File: src/rtl/assert_macros.svh
// Assertion helpers shared by the RTL.
// No dependencies; included inside module bodies.
`ifndef ASSERT_MACROS_SVH
`define ASSERT_MACROS_SVH

// Same-cycle implication, held off during reset.
`define ASSERT_IMP(label, clk, rst, ante, cons) \
  label: assert property (@(posedge clk) disable iff (rst) (ante) |-> (cons)) \
    else $error("same-cycle implication failed");

// Next-cycle implication, held off during reset.
`define ASSERT_NXT(label, clk, rst, ante, cons) \
  label: assert property (@(posedge clk) disable iff (rst) (ante) |=> (cons)) \
    else $error("next-cycle implication failed");

`endif

File: src/rtl/u8d_pkg.sv
// Shared widths, status codes and result word type for the UTF-8 decoder.
// No dependencies.
package u8d_pkg;

  localparam int unsigned BYTE_W   = 8;
  localparam int unsigned CP_W     = 31;
  localparam int unsigned STATUS_W = 2;
  localparam int unsigned REM_W    = 3;

  typedef enum logic [STATUS_W-1:0] {
    ST_VALID   = 2'd0,
    ST_INVALID = 2'd1,
    ST_END     = 2'd2
  } status_t;

  typedef struct packed {
    logic [CP_W-1:0] code_point;
    status_t         status;
    logic            last_of_run;
  } result_t;

  typedef struct packed {
    logic [REM_W-1:0] more;
    logic [4:0]       bits;
  } lead_t;

endpackage

File: src/rtl/u8d_in_if.sv
// Byte input channel: valid/ready handshake with one byte or an end marker.
// Depends on u8d_pkg.
interface u8d_in_if;
  logic                         valid;
  logic                         ready;
  logic [u8d_pkg::BYTE_W-1:0]   data_byte;
  logic                         end_of_input;

  modport source (output valid, output data_byte, output end_of_input, input ready);
  modport sink   (input valid, input data_byte, input end_of_input, output ready);
endinterface

File: src/rtl/u8d_out_if.sv
// Result channel: valid/ready handshake carrying one decoded word.
// Depends on u8d_pkg.
interface u8d_out_if;
  logic                         valid;
  logic                         ready;
  logic [u8d_pkg::CP_W-1:0]     code_point;
  logic [u8d_pkg::STATUS_W-1:0] status;
  logic                         last_of_run;

  modport source (output valid, output code_point, output status, output last_of_run,
                  input ready);
  modport sink   (input valid, input code_point, input status, input last_of_run,
                  output ready);
endinterface

File: src/rtl/utf8_stream_decoder.sv
// An accepted byte is held in the input register, then decoded into the output queue.
// Throughput: one byte per cycle while the output queue has room; a byte that yields
// two words waits for an empty output queue.
// The two-entry output queue sets the rate; its count and the byte's word count gate decode.
// Reset clears the pending sequence, raw mode, the input register and the queue.
module utf8_stream_decoder (
  input  logic      clk,
  input  logic      rst,
  input  logic      cfg_wr_en,
  input  logic      cfg_wr_data,
  u8d_in_if.sink    byte_in,
  u8d_out_if.source char_out
);
  import u8d_pkg::*;

  function automatic lead_t lead_decode(input logic [BYTE_W-1:0] b);
    lead_t l;
    l = '0;
    priority if (b[7:5] == 3'b110) begin
      l.more = 3'd1;
      l.bits = b[4:0];
    end else if (b[7:4] == 4'b1110) begin
      l.more = 3'd2;
      l.bits = {1'b0, b[3:0]};
    end else if (b[7:3] == 5'b11110) begin
      l.more = 3'd3;
      l.bits = {2'b0, b[2:0]};
    end else if (b[7:2] == 6'b111110) begin
      l.more = 3'd4;
      l.bits = {3'b0, b[1:0]};
    end else begin
      l.more = 3'd5;
      l.bits = {4'b0, b[0]};
    end
    return l;
  endfunction

  // configuration and decoder state
  logic              raw_byte_mode;
  logic [REM_W-1:0]  bytes_remaining, bytes_remaining_next;
  logic [CP_W-1:0]   partial_value, partial_value_next;

  // input register
  logic              in_valid;
  logic [BYTE_W-1:0] in_byte;
  logic              in_eoi;

  // output queue
  result_t           fifo [2];
  logic              head;
  logic [1:0]        count;

  result_t           r0, r1, f_res;
  logic [1:0]        n_res;
  logic              f_has;
  logic [REM_W-1:0]  f_rem;
  logic [CP_W-1:0]   f_part, shifted;
  lead_t             lead;
  logic              fire, pop, wr0;
  logic [2:0]        total;

  // decode of a byte as a fresh start (nothing pending, or after a broken sequence)
  always_comb begin
    lead   = lead_decode(in_byte);
    f_has  = 1'b0;
    f_res  = '{code_point: '0, status: ST_VALID, last_of_run: 1'b0};
    f_rem  = '0;
    f_part = '0;
    if (!in_byte[7]) begin
      f_has            = 1'b1;
      f_res.code_point = {{(CP_W-BYTE_W){1'b0}}, in_byte};
    end else if (in_byte[7:6] == 2'b10 || in_byte[7:1] == 7'b1111111) begin
      f_has        = 1'b1;
      f_res.status = ST_INVALID;
    end else begin
      f_rem  = lead.more;
      f_part = {{(CP_W-5){1'b0}}, lead.bits};
    end
  end

  assign shifted = {partial_value[CP_W-7:0], in_byte[5:0]};

  always_comb begin
    n_res                = 2'd0;
    r0                   = '{code_point: '0, status: ST_VALID, last_of_run: 1'b0};
    r1                   = '{code_point: '0, status: ST_END, last_of_run: 1'b0};
    bytes_remaining_next = bytes_remaining;
    partial_value_next   = partial_value;
    if (raw_byte_mode) begin
      bytes_remaining_next = '0;
      partial_value_next   = '0;
      n_res                = 2'd1;
      if (in_eoi) begin
        r0.status = ST_END;
      end else begin
        r0.code_point = {{(CP_W-BYTE_W){1'b0}}, in_byte};
      end
    end else if (in_eoi) begin
      bytes_remaining_next = '0;
      partial_value_next   = '0;
      if (bytes_remaining != '0) begin
        n_res     = 2'd2;
        r0.status = ST_INVALID;
      end else begin
        n_res     = 2'd1;
        r0.status = ST_END;
      end
    end else if (bytes_remaining != '0) begin
      if (in_byte[7:6] == 2'b10) begin
        bytes_remaining_next = bytes_remaining - 3'd1;
        if (bytes_remaining == 3'd1) begin
          n_res              = 2'd1;
          r0.code_point      = shifted;
          partial_value_next = '0;
        end else begin
          partial_value_next = shifted;
        end
      end else begin
        // broken sequence: flag it, then treat the byte as fresh
        r0.status            = ST_INVALID;
        bytes_remaining_next = f_rem;
        partial_value_next   = f_part;
        if (f_has) begin
          n_res = 2'd2;
          r1    = f_res;
        end else begin
          n_res = 2'd1;
        end
      end
    end else begin
      bytes_remaining_next = f_rem;
      partial_value_next   = f_part;
      if (f_has) begin
        n_res = 2'd1;
        r0    = f_res;
      end
    end
    r0.last_of_run = (n_res == 2'd1);
    r1.last_of_run = 1'b1;
  end

  // gate on queue occupancy only, so output ready never reaches input ready
  assign total         = {1'b0, count} + {1'b0, n_res};
  assign fire          = in_valid && (total <= 3'd2);
  assign byte_in.ready = !in_valid || fire;
  assign pop           = char_out.valid && char_out.ready;
  assign wr0           = head ^ count[0];

  always_ff @(posedge clk) begin
    if (rst) begin
      raw_byte_mode   <= 1'b0;
      bytes_remaining <= '0;
      partial_value   <= '0;
      in_valid        <= 1'b0;
      head            <= 1'b0;
      count           <= '0;
    end else begin
      if (cfg_wr_en) begin
        raw_byte_mode <= cfg_wr_data;
      end
      if (byte_in.ready) begin
        in_valid <= byte_in.valid;
      end
      if (fire) begin
        bytes_remaining <= bytes_remaining_next;
        partial_value   <= partial_value_next;
      end
      head  <= head ^ pop;
      count <= count + (fire ? n_res : 2'd0) - {1'b0, pop};
    end
  end

  always_ff @(posedge clk) begin
    if (byte_in.valid && byte_in.ready) begin
      in_byte <= byte_in.data_byte;
      in_eoi  <= byte_in.end_of_input;
    end
    if (fire && n_res != 2'd0) begin
      fifo[wr0] <= r0;
    end
    if (fire && n_res == 2'd2) begin
      fifo[~wr0] <= r1;
    end
  end

  assign char_out.valid       = (count != '0);
  assign char_out.code_point  = fifo[head].code_point;
  assign char_out.status      = fifo[head].status;
  assign char_out.last_of_run = fifo[head].last_of_run;

  `include "assert_macros.svh"

  `ASSERT_IMP(a_queue_bound, clk, rst, 1'b1, count <= 2'd2)
  `ASSERT_IMP(a_rem_bound, clk, rst, 1'b1, bytes_remaining <= 3'd5)
  `ASSERT_IMP(a_pair_needs_empty, clk, rst, fire && n_res == 2'd2, count == 2'd0)
  `ASSERT_NXT(a_raw_clears, clk, rst, fire && raw_byte_mode, bytes_remaining == 3'd0)

endmodule
File: src/flat_wrapper.sv
// flat-port wrapper written by rule: the top's interface ports become plain ports
module utf8_stream_decoder_flat import u8d_pkg::*;
  (clk, rst, cfg_wr_en, cfg_wr_data, byte_in_valid, byte_in_data_byte, byte_in_end_of_input, byte_in_ready, char_out_valid, char_out_code_point, char_out_status, char_out_last_of_run, char_out_ready);
  u8d_in_if byte_in_i ();
  u8d_out_if char_out_i ();
  input  logic clk;
  input  logic rst;
  input  logic cfg_wr_en;
  input  logic cfg_wr_data;
  input wire logic [$bits(byte_in_i.valid)-1:0] byte_in_valid;
  input wire logic [$bits(byte_in_i.data_byte)-1:0] byte_in_data_byte;
  input wire logic [$bits(byte_in_i.end_of_input)-1:0] byte_in_end_of_input;
  output wire logic [$bits(byte_in_i.ready)-1:0] byte_in_ready;
  output wire logic [$bits(char_out_i.valid)-1:0] char_out_valid;
  output wire logic [$bits(char_out_i.code_point)-1:0] char_out_code_point;
  output wire logic [$bits(char_out_i.status)-1:0] char_out_status;
  output wire logic [$bits(char_out_i.last_of_run)-1:0] char_out_last_of_run;
  input wire logic [$bits(char_out_i.ready)-1:0] char_out_ready;
  assign byte_in_i.valid = byte_in_valid;
  assign byte_in_i.data_byte = byte_in_data_byte;
  assign byte_in_i.end_of_input = byte_in_end_of_input;
  assign byte_in_ready = byte_in_i.ready;
  assign char_out_valid = char_out_i.valid;
  assign char_out_code_point = char_out_i.code_point;
  assign char_out_status = char_out_i.status;
  assign char_out_last_of_run = char_out_i.last_of_run;
  assign char_out_i.ready = char_out_ready;
  utf8_stream_decoder u_core (.clk(clk), .rst(rst), .cfg_wr_en(cfg_wr_en), .cfg_wr_data(cfg_wr_data), .byte_in(byte_in_i), .char_out(char_out_i));
endmodule
File: config.mk
export PLATFORM = sky130hd
export DESIGN_NAME = utf8_stream_decoder_flat
export DESIGN_NICKNAME = d
export VERILOG_FILES = /design/src/rtl/u8d_pkg.sv /design/src/rtl/u8d_in_if.sv /design/src/rtl/u8d_out_if.sv /design/src/rtl/utf8_stream_decoder.sv /design/src/flat_wrapper.sv
export VERILOG_INCLUDE_DIRS = /design/src /design/src/rtl
export SDC_FILE = /design/constraint.sdc
export NUM_CORES = 1
export LEC_CHECK = 0
export ABC_CLOCK_PERIOD_IN_PS = 3500
export BUFFER_PORTS_ARGS = -buffer_cell sky130_fd_sc_hd__buf_4
export CAP_MARGIN = 5
export CORE_ASPECT_RATIO = 2
export CORE_MARGIN = 8
export CORE_UTILIZATION = 42
export CTS_BUF_LIST = sky130_fd_sc_hd__clkbuf_4 sky130_fd_sc_hd__clkbuf_8
export CTS_CLUSTER_SIZE = 28
export DETAILED_ROUTE_END_ITERATION = 12
export PLACE_DENSITY = 0.67
export SYNTH_ARGS = -nofsm -noshare
export SYNTH_HDL_FRONTEND = slang
export SYNTH_SLANG_ARGS = --single-unit
File: constraint.sdc
create_clock -name clk -period 3.5 [get_ports clk]
set_clock_uncertainty 0.2 [all_clocks]
set_input_delay 0.35 -clock clk [delete_from_list [all_inputs] [get_ports clk]]
set_output_delay 0.35 -clock clk [all_outputs]
set_load 0.005 [all_outputs]
* Word-level counts from Yosys, hierarchy flattened
Memory sizes are Yosys's and may differ from the RTL's. A register that Yosys moved wholly into a read port is not among the register bits.
Index checks and enable logic that the tools add are counted.
** Storage, ports and cells
- Flip-flop bits (word level) :: 42
- Memories kept :: 1
- RAM bits :: 68
- Input port bits :: 15
- Word-level logic and storage cells :: 89
** Memories
- u_core.fifo :: words 2, width 34, rd ports 1, clocked after memory_dff 1, wr ports 2, RTL line utf8_stream_decoder.sv:49 : result_t fifo [2];
** Cells by class
- Equality and inequality tests :: 9
- Add/subtract/negate cells :: 4
- Mux-type cells :: 52
- Bitwise logic cells :: 3
- Order comparisons :: 1
- Reduce and logical (&&, ||, !) cells :: 11
** Operator list (number)
- two-way mux 34 bit :: 4
- two-way mux 25 bit :: 5
- two-way mux 31 bit :: 3
- two-way mux 33 bit :: 2
- two-way mux 8 bit :: 4
- two-way mux 2 bit :: 11
- two-way mux 10 bit :: 2
- two-way mux 3 bit :: 6
- two-way mux 1 bit :: 11
- two-way mux 5 bit :: 2
- equality test 7 bit, second input constant :: 1
- two-way mux 7 bit :: 1
- equality test 6 bit, second input constant :: 1
- two-way mux 6 bit :: 1
- equality test 5 bit, second input constant :: 1
- logical AND 1 bit :: 5
- equality test 2 bit, second input constant :: 2
- equality test 4 bit, second input constant :: 1
- nonzero test 2 bit :: 2
- adder 2 x 2 -> 3 bit :: 1
- equality test 3 x 1 -> 1 bit, second input constant :: 1
- equality test 3 bit, second input constant :: 1
- <= comparator 3 x 2 -> 1 bit, second input constant :: 1
- nonzero test 3 bit :: 1
- 8 further kinds :: 10

* Logic depth before layout (Yosys ltp)
- Word-level depth :: 15
- Mapped depth :: 18
- Gate-level depth less buffers :: 16

* Worst setup path after synthesis
Ideal clock, no wire load.
- Kind :: register to register
- From :: reg u_core.bytes_remaining[0]
- To :: reg u_core.count[1]
- Setup slack :: -0.429 ns
- Data arrival time :: 3.601 ns
- Required time :: 3.172 ns
- Buffers on the path :: 2
- Cell stages (with the launch flop) :: 19
- Setup time :: 0.128 ns
- Cells stage by stage :: dfxtp_1 > inv_1 > ha_1 > or2b_2 > nand2_1 > o221a_4 > inv_2 > ha_1 > fa_1 > a21oi_1 > nand2_1 > clkbuf_1 > clkbuf_1 > nor2_1 > ha_1 > xor2_1 > xnor2_1 > xnor2_1 > nor2_1
** On the way
- Word-level cells in the longest chain between the ends :: 12
- Elaborated cells on any way between the ends :: 14
- Classes of those cells :: add/sub: 3; order compare: 1; eq/ne: 1; mux: 7; reduce/logical: 2
** Ends and longest elaborated chain
- start: declaration :: RTL line utf8_stream_decoder.sv:40 : logic [REM_W-1:0] bytes_remaining, bytes_remaining_next;
- start signal: assignment :: RTL line utf8_stream_decoder.sv:165 : bytes_remaining <= bytes_remaining_next;
- equality test 3 x 1 -> 1 bit :: RTL line utf8_stream_decoder.sv:111 : if (bytes_remaining == 3'd1) begin
- two-way mux 1 bit :: RTL line utf8_stream_decoder.sv:111
- two-way mux 2 bit :: RTL line utf8_stream_decoder.sv:109 : if (in_byte[7:6] == 2'b10) begin
- two-way mux 2 bit :: RTL line utf8_stream_decoder.sv:108 : end else if (bytes_remaining != '0) begin
- two-way mux 2 bit (*) :: RTL line utf8_stream_decoder.sv:98 : end else if (in_eoi) begin
- two-way mux 2 bit (*) :: RTL line utf8_stream_decoder.sv:89 : if (raw_byte_mode) begin
- adder 2 x 2 -> 3 bit :: RTL line utf8_stream_decoder.sv:143 : assign total = {1'b0, count} + {1'b0, n_res};
- <= comparator 3 x 2 -> 1 bit :: RTL line utf8_stream_decoder.sv:144 : assign fire = in_valid && (total <= 3'd2);
- logical AND 1 bit :: RTL line utf8_stream_decoder.sv:144
- two-way mux 2 bit (*) :: RTL line utf8_stream_decoder.sv:169 : count <= count + (fire ? n_res : 2'd0) - {1'b0, pop};
- adder 2 bit (*) :: RTL line utf8_stream_decoder.sv:169
- subtractor 2 x 1 -> 2 bit (*) :: RTL line utf8_stream_decoder.sv:169
- end signal: assignment :: RTL line utf8_stream_decoder.sv:169
- end: declaration :: RTL line utf8_stream_decoder.sv:51 : logic [1:0] count;
Every way passes the cells marked *; elsewhere a longest branch is shown, timed or not.
A chain may end at the register's enable or synchronous reset.

==> qor.txt <==
result of the run -> complete, no violations
Layout Nets -> 658
fraction of layout instances using a drive strength above 1 -> 25.0%
area share of the largest cell type after synthesis -> 31.2%
highest routing layer actually used -> met4
syn_area_per_cell -> 9.22 um^2
number of antenna violations at the first check in global routing -> 0
most area-hungry cell type in the Yosys netlist -> sky130_fd_sc_hd__dfxtp_1
total wire length -> 13900 um
die width -> 95.6 um
unrepaired setup endpoints after global routing -> no
Detailed Route Iter0 Violations -> 242
slew at the pin with the worst max-slew slack -> 729 ps
number of antenna cells inserted -> 0
detailed-routed wire length on met2 -> 7590 um
post-CTS clock slew at the launch and capture registers of the worst setup and hold paths -> 110 ps
highest net fanout along the worst path -> 21
depth of the CTS H-tree -> 3
leakage power summed over all cells -> 2.58 nW
total of warnings raised by yosys -> 0
data arrival time at the worst-slack endpoint -> 3410 ps
total number of vias -> 4421
met3 routed wirelength -> 462 um
number of vias per cell -> 5.59
number of cells traversed by the worst register-to-register path -> 11
R2R setup slack -> 150 ps
core area -> 12500 um^2
top post-synthesis cells by area -> sky130_fd_sc_hd__dfxtp_1, sky130_fd_sc_hd__edfxtp_1, sky130_fd_sc_hd__mux2_2, sky130_fd_sc_hd__nand2_1, sky130_fd_sc_hd__a21o_1
minimum clock period after layout -> 3350 ps
r2r startpoint -> u_core.in_byte[4]
die outline area -> 16700 um^2
Cells after Synth -> 577
Placed Cells -> 763
post-CTS setup buffers -> 0
number of setup violations in the final report -> 0
maximum count of clock buffers along a single path -> 2
synthesized netlist net count -> 599
Critical Path RT -> 3560 ps
unique cell type count in the Yosys netlist -> 60
post-synthesis to final-layout area growth -> 19.0%
Post-synth ARST share -> 0%
Inserted Clock Buffers -> 9
effective utilization at floorplan -> 42.6%
final non-filler cell total -> 791
residual antenna-violating net count after detailed routing -> 0
number of top-level design ports -> 51
worst min-delay path class -> in2reg
master cell of the clock root buffer -> sky130_fd_sc_hd__clkbuf_8
Max Slew Vio Count -> 0
synthesized area -> 5320 um^2
part of the Yosys area used for sequential elements -> 46.5%
half-perimeter wire length after detailed placement -> 9630 um
WS Path Type -> reg2reg
number of endpoints with negative hold slack in the final report -> 0
final estimated routing congestion in global placement -> 0.927
largest net degree at the start of global routing -> 39
Routed met1 length -> 5240 um
pwr/cell area -> 738 nW/um^2
commonest register cell after synthesis -> sky130_fd_sc_hd__dfxtp_1
number of optimization iterations in the first detailed-route pass -> 5
area occupied by multi-input gates -> 2710 um^2
Total Neg Setup Slack -> 0 ps
count of filler cells inserted in the layout -> 1161
clock insertion delay at the later pin of the skew report -> 380 ps
Die Y -> 175 um
global-route wire length before repair -> 22400 um
number of synthesized register bits -> 110
count of unresolved DRC violations after routing -> 0
Routed wire per std cell -> 17.6 um
CP startpoint -> u_core.in_byte[4]
IO Port Bufs -> 50
clk sink count -> 110
capture point of the worst reg-to-reg path -> u_core.fifo[1][4]
number of enable flip-flop cells after synthesis -> 27
clock tree from TritonCTS -> built
maximum clock rate -> 298 MHz
global-route congestion overflow total -> 0
Max-Cap Viols -> 0
Tcrit/Tclk final -> 95.8%
relative slew slack -> 51.1%
VDD IR-drop max -> 0.430 mV
nature of the critical path endpoint -> flip-flop
CP endpoint -> u_core.fifo[1][4]
startpoint class of the critical path -> flip-flop
number of global-route vias before repair -> 4568
Tot GR Track Use -> 17.0%
number of standard-cell rows in the floorplan -> 58
FF+latch area -> 2470 um^2
## how the worst min path moves through the flow
stage / from / to / slack (ps) / depth (start not counted)
2_1_floorplan: u_core.fifo[1][0] / u_core.fifo[1][0] / 230 / 1
3_3_place_gp: u_core.fifo[0][0] / u_core.fifo[0][0] / 240 / 1
3_5_place_dp: u_core.fifo[1][31] / u_core.fifo[1][31] / 260 / 1
4_1_cts: cfg_wr_data / u_core.raw_byte_mode / 3 / 3
5_1_grt: cfg_wr_data / u_core.raw_byte_mode / 20 / 3
6_report: cfg_wr_data / u_core.raw_byte_mode / 20 / 3
## cells by family after synthesis
| group | Yosys count | share of synthesized area [%] |
|---|---|---|
| multiplexers | 35 | 7.38 |
| buffers and inverters | 50 | 4.40 |
| flip-flops | 110 | 46.5 |
| adder cells (fa/ha/maj) | 7 | 1.79 |
| AND/OR/NAND/NOR | 258 | 23.2 |
| XOR/XNOR | 7 | 1.29 |
| AO/OA/AOI/OAI | 110 | 15.5 |
## placed cells by master, fill, tap and decap left out, drive strengths merged, types with 3 or more instances in the layout
master,n
dlygate4sd3,10
o21ai,9
inv,11
nor3,7
clkbuf,14
a21o,40
ha,6
nand3,55
nand2,100
nand4,8
edfxtp,27
o211ai,8
dfxtp,83
or3,6
and2,15
a21oi,14
nor3b,3
mux2,34
buf,77
xnor2,5
a22oi,23
nor2,46
nor4,4
## area by class of cell
class | count | area share (%)
clock buffers | 13 | 2.53
clock inverters | 3 | 0.691
inverters | 10 | 0.632
multi-input cells | 417 | 42.7
flip-flops and latches | 110 | 39.1
well taps | 150 | 2.96
repair buffers | 88 | 11.4
## synthesized netlist by cell type (all sizes together) (5+ instances only)
library cell / number
nand3: 55
nor2: 46
nand4: 8
nor3: 7
o21ai: 9
a22oi: 23
edfxtp: 27
or3: 6
nand2: 100
mux2: 34
inv: 10
buf: 19
ha: 6
o211ai: 8
a21oi: 14
and2: 15
a21o: 40
clkbuf: 21
dfxtp: 83
xnor2: 5
## report_power, final
| group | switching [mW] | total (mW) | leakage [nW] | internal [mW] |
|---|---|---|---|---|
| clock network | 0.428 | 0.804 | 0.104 | 0.376 |
| logic | 1.01 | 2.02 | 1.54 | 1.00 |
| registers | 0.222 | 1.86 | 0.939 | 1.63 |
## flip-flops by register name (all words and copies together) (netlist names)
signal	count
u_core.raw_byte_mode	1
u_core.in_eoi	1
u_core.count	2
u_core.partial_value	25
u_core.fifo	68
u_core.bytes_remaining	3
u_core.in_valid	1
u_core.in_byte	8
u_core.head	1
## critical path, cell delays in order, from the launching register on
cell	delay, ps
sky130_fd_sc_hd__edfxtp_1	490
sky130_fd_sc_hd__and3_1	230
sky130_fd_sc_hd__a31oi_1	250
sky130_fd_sc_hd__o221a_4	240
sky130_fd_sc_hd__inv_4	50
sky130_fd_sc_hd__ha_2	170
sky130_fd_sc_hd__fa_1	480
sky130_fd_sc_hd__a21oi_4	190
sky130_fd_sc_hd__nand2_4	110
sky130_fd_sc_hd__buf_6	190
sky130_fd_sc_hd__nor4_4	430
sky130_fd_sc_hd__and2_1	190
## what timing repair did
| action | 4_1_cts | 5_1_grt |
|---|---|---|
| hold endpoints to repair | 10 | 0 |
| hold buffers | 10 | 0 |
| gates resized for setup | 2 | 14 |
| endpoints found under the setup margin | 6 | 42 |
| cloned | 0 | 2 |
| pin swaps | 0 | 2 |
## layer usage
layer | GRT usage (%) | up-vias
met3 | 3.10 | 37
met5 | 0 | -
met1 | 17.0 | 2129
li1 | - | 2156
met2 | 30.4 | 99
met4 | 10.6 | 0
## per-stage QoR
stage	worst slack (ps)	power (mW)	hold WS (ps)	utilization (%)	area, um^2
after detailed placement	7.62	3.85	263	47.5	5930
final	149	4.68	17.7	50.8	6340
after floorplan	11.2	3.13	230	-	5370
after global placement	153	3.78	244	47.5	5930
after CTS	95.0	4.68	2.83	50.1	6250
after global routing	2.13	5.00	17.7	50.8	6340
No activity file was read; power rests on OpenSTA's default activity.
